[src/rtl/core/swbr_pkg.sv]
// ----------------------------------------------------------------------------
// swbr_pkg
// Shared constants, types and helper functions of the sliding window block
// receiver.
// ----------------------------------------------------------------------------
package swbr_pkg;

	localparam int MAX_WINDOW      = 32;
	localparam int SEQ_SPACE_RATIO = 2;
	localparam int EOF_ACKS        = 8;

	// field widths
	localparam int SEQ_W  = 8;
	localparam int PAY_W  = 11;
	localparam int WS_W   = 6;
	localparam int BS_W   = 11;
	localparam int BLK_W  = 6;

	// derived widths
	localparam int WSC_W     = $clog2(MAX_WINDOW + 1);
	localparam int MAP_IDX_W = (MAX_WINDOW > 1) ? $clog2(MAX_WINDOW) : 1;
	localparam int REP_W     = (EOF_ACKS > 1) ? $clog2(EOF_ACKS) : 1;
	localparam int SPACE_W   = 9;
	localparam int PROD_W    = $clog2(SEQ_SPACE_RATIO * MAX_WINDOW + 1);

	// configuration port
	localparam int CFG_IDX_W  = 1;
	localparam int CFG_DATA_W = 11;
	localparam logic [CFG_IDX_W-1:0] REG_WINDOW_SIZE = 1'd0;
	localparam logic [CFG_IDX_W-1:0] REG_BLOCK_SIZE  = 1'd1;

	localparam logic [WS_W-1:0] WS_RESET = 6'd8;
	localparam logic [BS_W-1:0] BS_RESET = 11'd1024;

	typedef struct packed {
		logic [WSC_W-1:0]   ws;
		logic [SPACE_W-1:0] space;
		logic [BS_W-1:0]    block_size;
		logic               restart;
		logic [WSC_W-1:0]   restart_ws;
	} cfg_t;

	typedef struct packed {
		logic [SEQ_W-1:0] ack_seq;
		logic             window_done;
		logic [BLK_W-1:0] blocks_in_window;
		logic [BS_W-1:0]  final_block_bytes;
		logic             end_of_file;
	} ack_word_t;

	typedef struct packed {
		logic             load;
		ack_word_t        word;
		logic [REP_W-1:0] reps;
	} ack_req_t;

	// window size used clamped to 1..MAX_WINDOW
	function automatic logic [WSC_W-1:0] clamp_ws(input logic [WS_W-1:0] w);
		logic [WSC_W-1:0] r;
		if (w == '0) begin
			r = WSC_W'(1);
		end else if (int'(w) > MAX_WINDOW) begin
			r = WSC_W'(MAX_WINDOW);
		end else begin
			r = WSC_W'(w);
		end
		return r;
	endfunction

	// sequence space, capped at 256
	function automatic logic [SPACE_W-1:0] seq_space(input logic [WSC_W-1:0] ws);
		logic [PROD_W-1:0] p;
		logic [SPACE_W-1:0] r;
		p = PROD_W'(ws) * PROD_W'(SEQ_SPACE_RATIO);
		if (SPACE_W'(p) > 9'd256 || PROD_W > SPACE_W && (p >> SPACE_W) != '0) begin
			r = 9'd256;
		end else begin
			r = SPACE_W'(p);
		end
		return r;
	endfunction

	// last number of a window opened at base, cut short at 255
	function automatic logic [SEQ_W-1:0] window_last(input logic [SEQ_W-1:0] base,
			input logic [WSC_W-1:0] ws);
		logic [8:0] sum;
		logic [SEQ_W-1:0] r;
		sum = {1'b0, base} + 9'(ws);
		if (sum > 9'd256) begin
			r = 8'hFF;
		end else begin
			r = SEQ_W'(sum - 9'd1);
		end
		return r;
	endfunction

endpackage

[src/rtl/core/swbr_if.sv]
// ----------------------------------------------------------------------------
// swbr channel interfaces
// Valid/ready channels for received packets and acknowledgements.
// ----------------------------------------------------------------------------
interface swbr_pkt_if import swbr_pkg::*; ();
	logic             valid;
	logic             ready;
	logic [SEQ_W-1:0] seq_num;
	logic [PAY_W-1:0] payload_bytes;

	modport source (output valid, output seq_num, output payload_bytes, input ready);
	modport sink   (input valid, input seq_num, input payload_bytes, output ready);
endinterface

interface swbr_ack_if import swbr_pkg::*; ();
	logic             valid;
	logic             ready;
	logic [SEQ_W-1:0] ack_seq;
	logic             window_done;
	logic [BLK_W-1:0] blocks_in_window;
	logic [BS_W-1:0]  final_block_bytes;
	logic             end_of_file;
	logic             last;

	modport source (output valid, output ack_seq, output window_done,
		output blocks_in_window, output final_block_bytes, output end_of_file,
		output last, input ready);
	modport sink   (input valid, input ack_seq, input window_done,
		input blocks_in_window, input final_block_bytes, input end_of_file,
		input last, output ready);
endinterface

[src/rtl/core/swbr_config.sv]
// ----------------------------------------------------------------------------
// swbr_config
// Configuration registers; keeps the clamped window size and the sequence
// space ready for the window logic.
// ----------------------------------------------------------------------------
module swbr_config import swbr_pkg::*; (
	input  logic                  clk,
	input  logic                  arst_n,
	input  logic                  wr_en,
	input  logic [CFG_IDX_W-1:0]  wr_index,
	input  logic [CFG_DATA_W-1:0] wr_data,
	output cfg_t                  cfg
);

	logic [WSC_W-1:0]   ws_q;
	logic [SPACE_W-1:0] space_q;
	logic [BS_W-1:0]    bs_q;
	logic               ws_wr;
	logic               bs_wr;
	logic [WSC_W-1:0]   ws_new;

	always_comb begin
		ws_wr = 1'b0;
		bs_wr = 1'b0;
		case (wr_index)
			REG_WINDOW_SIZE: ws_wr = wr_en;
			REG_BLOCK_SIZE:  bs_wr = wr_en;
			default: begin
				ws_wr = 1'b0;
				bs_wr = 1'b0;
			end
		endcase
	end

	assign ws_new = clamp_ws(wr_data[WS_W-1:0]);

	always_ff @(posedge clk or negedge arst_n) begin
		if (!arst_n) begin
			ws_q    <= clamp_ws(WS_RESET);
			space_q <= seq_space(clamp_ws(WS_RESET));
			bs_q    <= BS_RESET;
		end else begin
			if (ws_wr) begin
				ws_q    <= ws_new;
				space_q <= seq_space(ws_new);
			end
			if (bs_wr) begin
				bs_q <= wr_data[BS_W-1:0];
			end
		end
	end

	assign cfg.ws         = ws_q;
	assign cfg.space      = space_q;
	assign cfg.block_size = bs_q;
	assign cfg.restart    = ws_wr;
	assign cfg.restart_ws = ws_new;

endmodule

[src/rtl/core/swbr_window.sv]
// ----------------------------------------------------------------------------
// swbr_window
// Packet input register and window state: marks received blocks, detects
// window completion and forms the acknowledgement request.
// ----------------------------------------------------------------------------
module swbr_window import swbr_pkg::*; (
	input  logic       clk,
	input  logic       arst_n,
	input  cfg_t       cfg,
	swbr_pkt_if.sink   pkt,
	input  logic       ack_free,
	output ack_req_t   req
);

	// input register
	logic             valid_s1;
	logic [SEQ_W-1:0] seq_s1;
	logic [PAY_W-1:0] pay_s1;

	// window state
	logic [SEQ_W-1:0]      base_q;
	logic [MAX_WINDOW-1:0] map_q;
	logic [SEQ_W-1:0]      last_q;
	logic                  eof_q;
	logic [PAY_W-1:0]      eof_bytes_q;

	logic [SEQ_W-1:0]      win_last;
	logic                  in_win;
	logic [SEQ_W-1:0]      prev_seq;
	logic [SEQ_W-1:0]      off;
	logic [MAX_WINDOW-1:0] map_new;
	logic [MAX_WINDOW-1:0] need;
	logic                  is_short;
	logic [SEQ_W-1:0]      last_new;
	logic                  eof_new;
	logic [PAY_W-1:0]      eof_bytes_new;
	logic [8:0]            count;
	logic                  complete;
	logic                  has_result;
	logic                  advance;
	logic [8:0]            sum;
	logic [SEQ_W-1:0]      next_base;

	always_comb begin
		win_last = window_last(base_q, cfg.ws);
		in_win   = (seq_s1 >= base_q) && (seq_s1 <= win_last);
		prev_seq = (base_q == '0) ? SEQ_W'(cfg.space - 9'd1) : base_q - 8'd1;
		off      = seq_s1 - base_q;

		map_new = map_q;
		map_new[off[MAP_IDX_W-1:0]] = 1'b1;

		is_short      = {1'b0, pay_s1} < {1'b0, cfg.block_size};
		last_new      = is_short ? seq_s1 : last_q;
		eof_new       = is_short | eof_q;
		eof_bytes_new = is_short ? pay_s1 : eof_bytes_q;

		count = {1'b0, last_new} - {1'b0, base_q} + 9'd1;
		for (int i = 0; i < MAX_WINDOW; i++) begin
			need[i] = 9'(i) < count;
		end
		complete   = &(map_new | ~need);
		has_result = !in_win || complete;

		// advance modulo the sequence space; base + ws stays below twice the space
		sum       = {1'b0, base_q} + 9'(cfg.ws);
		next_base = (sum >= cfg.space) ? SEQ_W'(sum - cfg.space) : SEQ_W'(sum);
		if (eof_new) begin
			next_base = '0;
		end
	end

	assign advance   = valid_s1 && (!has_result || ack_free);
	assign pkt.ready = !valid_s1 || advance;

	always_ff @(posedge clk or negedge arst_n) begin
		if (!arst_n) begin
			valid_s1 <= 1'b0;
		end else if (pkt.ready) begin
			valid_s1 <= pkt.valid;
		end
	end

	always_ff @(posedge clk) begin
		if (pkt.valid && pkt.ready) begin
			seq_s1 <= pkt.seq_num;
			pay_s1 <= pkt.payload_bytes;
		end
	end

	always_ff @(posedge clk or negedge arst_n) begin
		if (!arst_n) begin
			base_q      <= '0;
			map_q       <= '0;
			last_q      <= window_last('0, clamp_ws(WS_RESET));
			eof_q       <= 1'b0;
			eof_bytes_q <= '0;
		end else if (cfg.restart) begin
			base_q      <= '0;
			map_q       <= '0;
			last_q      <= window_last('0, cfg.restart_ws);
			eof_q       <= 1'b0;
			eof_bytes_q <= '0;
		end else if (advance && in_win) begin
			if (complete) begin
				base_q      <= next_base;
				map_q       <= '0;
				last_q      <= window_last(next_base, cfg.ws);
				eof_q       <= 1'b0;
				eof_bytes_q <= '0;
			end else begin
				map_q       <= map_new;
				last_q      <= last_new;
				eof_q       <= eof_new;
				eof_bytes_q <= eof_bytes_new;
			end
		end
	end

	always_comb begin
		req.load = advance && has_result;
		if (!in_win) begin
			req.word.ack_seq           = prev_seq;
			req.word.window_done       = 1'b0;
			req.word.blocks_in_window  = '0;
			req.word.final_block_bytes = '0;
			req.word.end_of_file       = 1'b0;
			req.reps                   = '0;
		end else begin
			req.word.ack_seq           = last_new;
			req.word.window_done       = 1'b1;
			req.word.blocks_in_window  = count[BLK_W-1:0];
			req.word.final_block_bytes = eof_new ? eof_bytes_new : cfg.block_size;
			req.word.end_of_file       = eof_new;
			req.reps                   = eof_new ? REP_W'(EOF_ACKS - 1) : '0;
		end
	end

endmodule

[src/rtl/core/swbr_ack_out.sv]
// ----------------------------------------------------------------------------
// swbr_ack_out
// Result register; repeats the held acknowledgement word the requested
// number of times and flags the final one.
// ----------------------------------------------------------------------------
module swbr_ack_out import swbr_pkg::*; (
	input  logic        clk,
	input  logic        arst_n,
	input  ack_req_t    req,
	output logic        ack_free,
	swbr_ack_if.source  ack
);

	logic             valid_q;
	ack_word_t        word_q;
	logic [REP_W-1:0] reps_q;

	// free when empty or when the final word leaves now
	assign ack_free = !valid_q || (ack.ready && reps_q == '0);

	always_ff @(posedge clk or negedge arst_n) begin
		if (!arst_n) begin
			valid_q <= 1'b0;
			reps_q  <= '0;
		end else if (req.load) begin
			valid_q <= 1'b1;
			reps_q  <= req.reps;
		end else if (valid_q && ack.ready) begin
			if (reps_q == '0) begin
				valid_q <= 1'b0;
			end else begin
				reps_q <= reps_q - 1'b1;
			end
		end
	end

	always_ff @(posedge clk) begin
		if (req.load) begin
			word_q <= req.word;
		end
	end

	assign ack.valid             = valid_q;
	assign ack.ack_seq           = word_q.ack_seq;
	assign ack.window_done       = word_q.window_done;
	assign ack.blocks_in_window  = word_q.blocks_in_window;
	assign ack.final_block_bytes = word_q.final_block_bytes;
	assign ack.end_of_file       = word_q.end_of_file;
	assign ack.last              = (reps_q == '0);

endmodule

[src/rtl/core/sliding_window_block_receiver.sv]
// ----------------------------------------------------------------------------
// sliding_window_block_receiver
// Receiver side of a windowed block-acknowledge protocol.
// ----------------------------------------------------------------------------
// A packet word is taken into an input register, processed there against the
// window state, and its acknowledgements are placed in a result register,
// from which the words are offered on the ack channel. A new packet can be
// accepted every cycle while the input register is not held waiting for the
// result register. A packet that completes nothing produces no word. An
// out-of-window packet or a completed window gives one word; a window that
// ends the file gives EOF_ACKS words, which the result register sends one per
// cycle while ack.ready is high, and a further packet that needs the result
// register waits until the last of them leaves. Writing window_size returns
// the window to its reset state; block_size takes effect at once.
module sliding_window_block_receiver import swbr_pkg::*; (
	input  logic                  clk,
	input  logic                  arst_n,
	input  logic                  wr_en,
	input  logic [CFG_IDX_W-1:0]  wr_index,
	input  logic [CFG_DATA_W-1:0] wr_data,
	swbr_pkt_if.sink              pkt,
	swbr_ack_if.source            ack
);

	cfg_t     cfg;
	ack_req_t req;
	logic     ack_free;

	swbr_config u_config (
		.clk      (clk),
		.arst_n   (arst_n),
		.wr_en    (wr_en),
		.wr_index (wr_index),
		.wr_data  (wr_data),
		.cfg      (cfg)
	);

	swbr_window u_window (
		.clk      (clk),
		.arst_n   (arst_n),
		.cfg      (cfg),
		.pkt      (pkt),
		.ack_free (ack_free),
		.req      (req)
	);

	swbr_ack_out u_ack_out (
		.clk      (clk),
		.arst_n   (arst_n),
		.req      (req),
		.ack_free (ack_free),
		.ack      (ack)
	);

endmodule
[src/flat_wrapper.sv]
// flat-port wrapper written by rule: the top's interface ports become plain ports
module sliding_window_block_receiver_flat import swbr_pkg::*;
  (clk, arst_n, wr_en, wr_index, wr_data, pkt_valid, pkt_seq_num, pkt_payload_bytes, pkt_ready, ack_valid, ack_ack_seq, ack_window_done, ack_blocks_in_window, ack_final_block_bytes, ack_end_of_file, ack_last, ack_ready);
  swbr_pkt_if pkt_i ();
  swbr_ack_if ack_i ();
  input  logic clk;
  input  logic arst_n;
  input  logic wr_en;
  input  logic [CFG_IDX_W-1:0] wr_index;
  input  logic [CFG_DATA_W-1:0] wr_data;
  input wire logic [$bits(pkt_i.valid)-1:0] pkt_valid;
  input wire logic [$bits(pkt_i.seq_num)-1:0] pkt_seq_num;
  input wire logic [$bits(pkt_i.payload_bytes)-1:0] pkt_payload_bytes;
  output wire logic [$bits(pkt_i.ready)-1:0] pkt_ready;
  output wire logic [$bits(ack_i.valid)-1:0] ack_valid;
  output wire logic [$bits(ack_i.ack_seq)-1:0] ack_ack_seq;
  output wire logic [$bits(ack_i.window_done)-1:0] ack_window_done;
  output wire logic [$bits(ack_i.blocks_in_window)-1:0] ack_blocks_in_window;
  output wire logic [$bits(ack_i.final_block_bytes)-1:0] ack_final_block_bytes;
  output wire logic [$bits(ack_i.end_of_file)-1:0] ack_end_of_file;
  output wire logic [$bits(ack_i.last)-1:0] ack_last;
  input wire logic [$bits(ack_i.ready)-1:0] ack_ready;
  assign pkt_i.valid = pkt_valid;
  assign pkt_i.seq_num = pkt_seq_num;
  assign pkt_i.payload_bytes = pkt_payload_bytes;
  assign pkt_ready = pkt_i.ready;
  assign ack_valid = ack_i.valid;
  assign ack_ack_seq = ack_i.ack_seq;
  assign ack_window_done = ack_i.window_done;
  assign ack_blocks_in_window = ack_i.blocks_in_window;
  assign ack_final_block_bytes = ack_i.final_block_bytes;
  assign ack_end_of_file = ack_i.end_of_file;
  assign ack_last = ack_i.last;
  assign ack_i.ready = ack_ready;
  sliding_window_block_receiver u_core (.clk(clk), .arst_n(arst_n), .wr_en(wr_en), .wr_index(wr_index), .wr_data(wr_data), .pkt(pkt_i), .ack(ack_i));
endmodule
[config.mk]
export PLATFORM = sky130hd
export DESIGN_NAME = sliding_window_block_receiver_flat
export DESIGN_NICKNAME = d
export VERILOG_FILES = /design/src/rtl/core/swbr_pkg.sv /design/src/rtl/core/swbr_if.sv /design/src/rtl/core/swbr_config.sv /design/src/rtl/core/swbr_window.sv /design/src/rtl/core/swbr_ack_out.sv /design/src/rtl/core/sliding_window_block_receiver.sv /design/src/flat_wrapper.sv
export SDC_FILE = /design/constraint.sdc
export NUM_CORES = 1
export LEC_CHECK = 0
export BUFFER_PORTS_ARGS = -buffer_cell sky130_fd_sc_hd__buf_2
export CORE_ASPECT_RATIO = 0.6
export CORE_MARGIN = 2
export CORE_UTILIZATION = 63
export DETAILED_ROUTE_END_ITERATION = 12
export GPL_ROUTABILITY_DRIVEN = 1
export PLACE_DENSITY = 0.82
export SLEW_MARGIN = 20
export SYNTH_ARGS = -nofsm -noshare
export SYNTH_HDL_FRONTEND = slang
export SYNTH_SLANG_ARGS = --single-unit
[constraint.sdc]
create_clock -name clk -period 11.55 [get_ports clk]
set_input_delay 0 -clock clk [delete_from_list [all_inputs] [get_ports clk]]
set_output_delay 0 -clock clk [all_outputs]
set_load 0.03 [all_outputs]
==> summary.txt, run 1 <==
Status
  – Status: completed

Logic synthesis
  – Mapped Cells: 1055
  – Synth area leaders: dfrtp_1 (21%), edfxtp_1 (15%), ha_1 (8.8%), nor2_1 (4.7%), mux2i_1 (3.6%)
  – Top cell type's share of synthesized area: 0.206
  – Sequential share of the synthesized area: 0.367
  – Ys Warns: 0
  – #FFs+latches synth: 128
  – Mapped cell area: 9370 µm²
  – Mean Syn Cell Area: 8.88 µm²
  – Synth unique cells: 76
  – EDFF count, synth: 46
  – Syn Nets: 1162
  – Synth area leader: dfrtp_1
  – Prevailing post-synth register cell: dfrtp_1
  – Synth async-reset ratio: 0.641

Global route
  – Largest net degree at the start of global routing: 76
  – GRT Overall Usage: 0.403
  – Vias in the first global route: 8604
  – Total congestion overflow: 0
  – Initial antenna violation count: 0
  – First-pass GRT wire length: 48700 µm

Setup path
  – Flop-to-flop setup slack: 4.24 ns
  – Critical setup path kind: reg2reg
  – Buf/Inv on CP: 3
  – Reg-to-reg startpoint: u_core.u_config.bs_q[10]
  – Max incr delay on CP: 0.73 ns
  – Worst path top cell family by delay: simple AND/OR/NAND/NOR gates
  – Startpoint Class: register
  – Maximum fanout along the worst path: 34
  – Worst path cell trace: inv_1 -> ha_1 -> nand4_1 -> or2_2 -> o21ai_2 -> mux2i_1 -> inv_1 -> ha_1 -> ha_1 -> nor2b_1 -> o22ai_1 -> a2111oi_0 -> and4_1 -> nor2b_1 -> or4b_1 -> or4_1 -> nor4_4 -> buf_4 -> a31o_2 -> nand3_1 -> o21ai_0
  – Worst EP required: 11.89 ns
  – Arrival time worst endpoint: 7.65 ns
  – R2r worst-path depth: 21
  – Slowest cell on the critical path: a31o_2
  – Worst flop-to-flop path endpoint: u_core.u_window.base_q[3]
  – Most common cell on crit path: ha_1
  – CP endpoint kind: register

Placement
  – HPWL after detailed placement: 22000 µm
  – Placed cell count: 1291
  – Port bufs: 65
  – GPL Wtd Cong: 1.05

STA
  – F_max: 0.137 GHz
  – Fin. Hold Viols: 0
  – Fin crit share: 0.633
  – Max-slew violation count: 0
  – WHS: 0.0600 ns
  – Tmin final: 7.31 ns
  – Setup Total Neg Slack: 0 ns
  – Max transition margin: 0.370
  – Clk_skew: 0.0130 ns
  – Worst slew pin tran: 0.945 ns
  – # setup viols final: 0
  – RSZ-0062 raised after global routing: false

Clock tree
  – Clock sinks: 128
  – Cts hold-fix bufs: 34
  – CTS tree: yes
  – Clock Root Buffer: clkbuf_16
  – Reg clk slew, reported paths: 0.07 ns
  – Worst skew pair latency: 0.43 ns
  – CTS H-tree lvls: 4
  – Clk buf depth: 2
  – TritonCTS Buffers: 17
  – Post-CTS Resized: 0
  – Setup bufs post-CTS: 0

Route
  – DRC violations left: 0
  – Detailed-route wire length: 31400 µm
  – Detail Route Antenna Nets: 0
  – Drt pass-1 iters: 7
  – DR iter-0 viols: 1301
  – Routed WL per cell: 23.1 µm
  – Vias per cell: 6.64
  – Vias: 9016

Floorplan
  – Chip Height: 98.5 µm
  – Core Rows: 34
  – DIE AREA: 15900 µm²
  – Initial Utilization: 0.646
  – Die width: 161 µm
  – I/O pin cnt: 66
  – Core Area: 14500 µm²

Cells and area
  – Final nets: 1253
  – Post-Layout Cell Count: 1357
  – Layout fillers: 1093
  – Diode count: 0
  – Share of layout cells above drive strength 1: 0.144
  – Finished Core Util: 0.747
  – Most frequent cells in the layout: nor2_1 (117), inv_1 (78), dfrtp_1 (77)
  – Area grow syn2layout: 15.7%
  – Most common cell after layout, fill and taps aside: nor2_1

Flow run
  – Max Cap Viol: 0

Worst hold path
  – Worst Hold Class: in2async
-- synthesized netlist by cell type (all sizes together), types with 13 or more instances --
library cell  instances
buf                  16
a31oi                30
nand4                13
nor2                118
nand2                72
xnor2                24
nor3                 25
nor2b                20
mux2                 15
inv                  78
a21o                 14
clkbuf               30
nand3                34
a21oi                62
o21a                 17
nand2b               14
mux2i                34
a211oi               16
dfrtp                77
edfxtp               46
xor2                 13
ha                   66
o21ai                67
-- kinds of logic (layout without fill, tap and decap cells) --
group	Yosys count	in the layout	synth area share
AND/OR/NAND/NOR	353	353	0.183
AO/OA/AOI/OAI	292	292	0.207
flip-flops	128	128	0.367
buffers and inverters	124	228	0.0525
adder cells (fa/ha/maj)	72	72	0.0999
multiplexers	49	49	0.0544
XOR/XNOR	37	37	0.0362
-- per-layer routing --
metal,GRT usage,share of wire,up-vias
met3,0.160,0.16,85
li1,-,-,4041
met5,0,0,-
met2,0.556,0.39,682
met4,0.0982,0.020,0
met1,0.592,0.43,4208
-- through the flow --
step / worst slack [ns] / cell area (µm²)
final: 4.24 / 10800
after CTS: 4.16 / 10800
after global placement: 4.40 / 9900
after detailed placement: 4.26 / 9910
after global routing: 3.87 / 10800
after floorplan: 4.61 / 9370
-- worst max-delay path by stage --
stage	endpoint	startpoint	depth (start not counted)
after floorplan	u_core.u_ack_out.ack.ack_seq[0]	u_core.u_config.bs_q[10]	20
after global placement	u_core.u_window.seq_s1[0]	u_core.u_window.pay_s1[2]	23
after detailed placement	u_core.u_window.seq_s1[7]	u_core.u_config.bs_q[10]	22
after CTS	u_core.u_window.seq_s1[6]	u_core.u_config.bs_q[10]	21
after global routing	u_core.u_ack_out.ack.blocks_in_window[0]	u_core.u_config.bs_q[10]	21
final	u_core.u_window.base_q[3]	u_core.u_config.bs_q[10]	21
-- final cells by class --
cell class	instances	area, µm²	share of cell area
inverter	78	293	0.0270
multi-input combinational	803	5460	0.504
clock buffer	17	425	0.0393
clock inverter	15	160	0.0148
tap	198	248	0.0229
sequential	128	3440	0.317
timing repair buffer	118	815	0.0752
-- sequential cells by signal, summed over array words and instances, names as in the netlist --
signal                                  count
u_core.u_window.last_q                      8
u_core.u_window.base_q                      8
u_core.u_ack_out.ack.valid                  1
u_core.u_ack_out.ack.end_of_file            1
u_core.u_ack_out.ack.final_block_bytes     11
u_core.u_config.ws_q                        5
u_core.u_ack_out.ack.blocks_in_window       6
u_core.u_window.map_q                      32
u_core.u_config.space_q                     1
u_core.u_ack_out.reps_q                     3
u_core.u_ack_out.ack.window_done            1
u_core.u_window.eof_q                       1
u_core.u_window.seq_s1                      8
u_core.u_config.bs_q                       11
u_core.u_window.pay_s1                     11
u_core.u_window.eof_bytes_q                11
u_core.u_ack_out.ack.ack_seq                8
u_core.u_window.valid_s1                    1
-- worst register-to-register path: stages, from the launching register on --
cell and delay [ns]:
dfstp_2 0.55, inv_1 0.04, ha_1 0.30, nand4_1 0.20, or2_2 0.40, o21ai_2 0.45, mux2i_1 0.40, inv_1 0.08
ha_1 0.29, ha_1 0.39, nor2b_1 0.22, o22ai_1 0.11, a2111oi_0 0.33, and4_1 0.54, nor2b_1 0.12, or4b_1 0.50
or4_1 0.52, nor4_4 0.29, buf_4 0.32, a31o_2 0.73, nand3_1 0.30, o21ai_0 0.14
Power of run 1 is left out: the tool's default activity adds up to more than one toggle a clock period on the data nets, which glitch-free logic cannot reach.
==> inputs of run 2 (changes only) <==
--- a/config.mk
+++ b/config.mk
@@ -5,13 +5,14 @@
 export SDC_FILE = /design/constraint.sdc
 export NUM_CORES = 1
 export LEC_CHECK = 0
+export ABC_AREA = 1
 export BUFFER_PORTS_ARGS = -buffer_cell sky130_fd_sc_hd__buf_2
 export CORE_ASPECT_RATIO = 0.6
 export CORE_MARGIN = 2
-export CORE_UTILIZATION = 63
+export CORE_UTILIZATION = 56
 export DETAILED_ROUTE_END_ITERATION = 12
 export GPL_ROUTABILITY_DRIVEN = 1
-export PLACE_DENSITY = 0.82
+export PLACE_DENSITY = 0.77
 export SLEW_MARGIN = 20
 export SYNTH_ARGS = -nofsm -noshare
 export SYNTH_HDL_FRONTEND = slang
==> constraint.sdc (replaced) <==
create_clock -name clk -period 6.6 [get_ports clk]
set_input_delay 0 -clock clk [delete_from_list [all_inputs] [get_ports clk]]
set_output_delay 0 -clock clk [all_outputs]
set_load 0.03 [all_outputs]
==> run 2 against run 1 <==
Effect of this change: final area is 6.2% higher; setup slack worse by 3.9 ns; die area grew 19%; sequential share of layout area fell by 1.8 points; via count up 17%; synthesized cell count is 40% higher; sequential cell count is the same; fmax is 17% higher; synthesized area rose by 6.8%; critical path depth increased by 11; utilization is 8.2 points lower; highest routed layer unchanged; cell count up 34%.
==> summary.txt, run 2 <==
Status
  – Status: completed

STA
  – Clk_skew: 0.00852 ns
  – Tmin final: 6.26 ns
  – F_max: 0.160 GHz
  – Fin. Hold Viols: 0
  – Worst slew pin tran: 0.943 ns
  – Fin crit share: 0.948
  – # setup viols final: 0
  – Max-slew violation count: 0
  – Setup Total Neg Slack: 0 ns
  – WHS: 0.0147 ns
  – Max transition margin: 0.371

Worst hold path
  – Worst Hold Class: in2reg
  – Hold endpoint: u_core.u_ack_out.reps_q[1]
  – HP Start: ack_ready
  – Worst hold path cell count: 4

Pwr
  – P_sw: 2.83 mW
  – Clk pwr share: 0.164
  – Combinational share of power: 0.601
  – Pwr per Cell Area: 468 nW/µm²
  – Reg power frac: 0.235
  – Max VDD drop: 286 µV
  – Int Pwr: 2.56 mW
  – Leakage: 6.02 nW
  – Sw Share: 0.525

Cells and area
  – Share of layout cells above drive strength 1: 0.0957
  – Top reg by flops: u_core.u_window.map_q
  – Most common cell after layout, fill and taps aside: nand2_1
  – Finished Core Util: 0.665
  – Area grow syn2layout: 15.1%
  – Layout fillers: 1550
  – Post-Layout Cell Count: 1822
  – Final nets: 1682
  – Most frequent cells in the layout: nand2_1 (486), inv_1 (192), nor2_1 (156)
  – Largest register FFs: 32
  – Diode count: 0

Floorplan
  – Die width: 177 µm
  – Initial Utilization: 0.578
  – DIE AREA: 19000 µm²
  – Core Area: 17300 µm²
  – Core Rows: 37
  – Chip Height: 108 µm
  – I/O pin cnt: 66

Route
  – Vias: 10600
  – Vias per cell: 5.81
  – Detailed-route wire length: 34100 µm
  – Routed WL per cell: 18.7 µm
  – Drt pass-1 iters: 9
  – DR iter-0 viols: 1465
  – Detail Route Antenna Nets: 0
  – DRC violations left: 0

Logic synthesis
  – Synth async-reset ratio: 0.641
  – Synth unique cells: 46
  – Synth area leader: dfrtp_1
  – Mean Syn Cell Area: 6.77 µm²
  – Sequential share of the synthesized area: 0.344
  – EDFF count, synth: 46
  – Cell with the most instances after synthesis: nand2_1
  – Mapped Cells: 1477
  – Prevailing post-synth register cell: dfrtp_1
  – Ys Warns: 0
  – Syn Nets: 1584
  – Commonest cells post-synth: nand2_1 (486), inv_1 (194), nor2_1 (157)
  – Synth area leaders: dfrtp_1 (19%), nand2_1 (18%), edfxtp_1 (14%), ha_1 (8.3%), nand3_1 (7.8%)
  – #FFs+latches synth: 128
  – Top cell type's share of synthesized area: 0.193
  – Mapped cell area: 10000 µm²

Setup path
  – Critical setup path kind: reg2reg
  – Startpoint Class: register
  – Maximum fanout along the worst path: 28
  – Most common cell on crit path: nand2_1
  – Flop-to-flop setup slack: 0.34 ns
  – Arrival time worst endpoint: 6.34 ns
  – R2r worst-path depth: 32
  – Worst flop-to-flop path endpoint: u_core.u_ack_out.ack.final_block_bytes[0]
  – Slowest cell on the critical path: dfstp_2
  – Worst EP required: 6.69 ns
  – Max incr delay on CP: 0.53 ns
  – CP endpoint kind: register
  – Reg-to-reg startpoint: u_core.u_config.bs_q[10]

Global route
  – Initial antenna violation count: 0
  – GR Util met2: 0.500
  – Vias in the first global route: 9730
  – First-pass GRT wire length: 52700 µm
  – Met3 usage: 0.155
  – Total congestion overflow: 0
  – GR Layer Usage met1: 0.547
  – GRT Overall Usage: 0.370
  – GRT Max-Usage Layer: met1
  – Largest net degree at the start of global routing: 72

Clock tree
  – Clock Root Buffer: clkbuf_16
  – TritonCTS Buffers: 17
  – Clk buf depth: 2
  – CTS tree: yes
  – CTS H-tree lvls: 4
  – Worst skew pair latency: 0.44 ns
  – Reg clk slew, reported paths: 0.06 ns
  – Clock sinks: 128

Placement
  – HPWL after detailed placement: 24800 µm
  – Port bufs: 65
  – Placed cell count: 1753
  – GPL Wtd Cong: 1.01

Flow run
  – Max Cap Viol: 0
-- run 2: metrics by stage --
| stage | power (mW) | instance area [µm²] | setup WS [ns] |
|---|---|---|---|
| after floorplan | 3.48 | 10000 | 1.47 |
| final | 5.39 | 11500 | 0.341 |
| after CTS | 5.23 | 11500 | 0.429 |
| after detailed placement | 4.29 | 10600 | 0.435 |
| after global routing | 5.76 | 11500 | -0.0117 |
| after global placement | 4.27 | 10600 | 0.478 |
-- run 2: routing by layer --
| layer | part of all wire | wire length, µm |
|---|---|---|
| met2 | 0.38 | 13100 |
| met1 | 0.45 | 15400 |
| met4 | 0.011 | 381 |
| met3 | 0.15 | 5220 |
| met5 | 0 | 0 |
-- run 2: critical path, delay by kind of cell (launching register included) --
family                   cells  cell delay, ns
multiplexers                 1            0.42
adder cells (fa/ha/maj)      4            1.15
AND/OR/NAND/NOR             19            2.69
buffers and inverters        8            1.08
flip-flops                   1            0.53
-- run 2: timing repair --
action,4_1_cts,5_1_grt
setup endpoints to repair,0,104
endpoints found under the hold margin,46,0
setup buffers,0,2
resized for setup,0,5
hold buffers,35,0
-- run 2: power groups by stage --
| stage | clock network (mW) | registers (mW) | logic, mW |
|---|---|---|---|
| 2_1_floorplan | 0 | 1.36 | 2.11 |
| 3_3_place_gp | 0 | 1.26 | 3.01 |
| 3_5_place_dp | 0 | 1.26 | 3.03 |
| 4_1_cts | 0.883 | 1.26 | 3.09 |
| 5_1_grt | 0.920 | 1.28 | 3.55 |
| 6_report | 0.885 | 1.27 | 3.24 |
-- run 2: layout make-up --
type | count | area [µm²] | area share
Multi-Input combinational cell | 1109 | 5630 | 0.489
Sequential cell | 128 | 3440 | 0.299
Timing Repair Buffer | 122 | 856 | 0.0744
Inverter | 197 | 743 | 0.0646
Clock buffer | 17 | 425 | 0.0370
Tap cell | 234 | 293 | 0.0254
Clock inverter | 15 | 119 | 0.0103
-- run 2: worst max path at each step --
stage,startpoint,to,slack (ns),cells past startpoint
global route,u_core.u_config.bs_q[10],u_core.u_ack_out.ack.final_block_bytes[1],-0.01,30
floorplan,u_core.u_config.bs_q[10],u_core.u_window.pay_s1[0],1.47,29
global placement,u_core.u_config.bs_q[10],u_core.u_window.pay_s1[8],0.48,28
detailed placement,u_core.u_config.bs_q[10],u_core.u_window.pay_s1[7],0.44,28
finish,u_core.u_config.bs_q[10],u_core.u_ack_out.ack.final_block_bytes[0],0.34,32
CTS,u_core.u_config.bs_q[10],u_core.u_window.pay_s1[8],0.43,33
-- run 2: cells by family (layout without fill, tap and decap cells) --
family,count (synthesis),count (layout),share of synthesized area
DFF,128,128,0.344
buffers and inverters,240,351,0.0957
muxes,2,2,0.00200
xor gates and xnor gates,22,22,0.0200
AOI/OAI and AO/OA,133,133,0.0721
adders and majority gates,71,71,0.0926
and+or+nand+nor,881,881,0.374
Note: power is estimated with default switching activity, not from simulation.
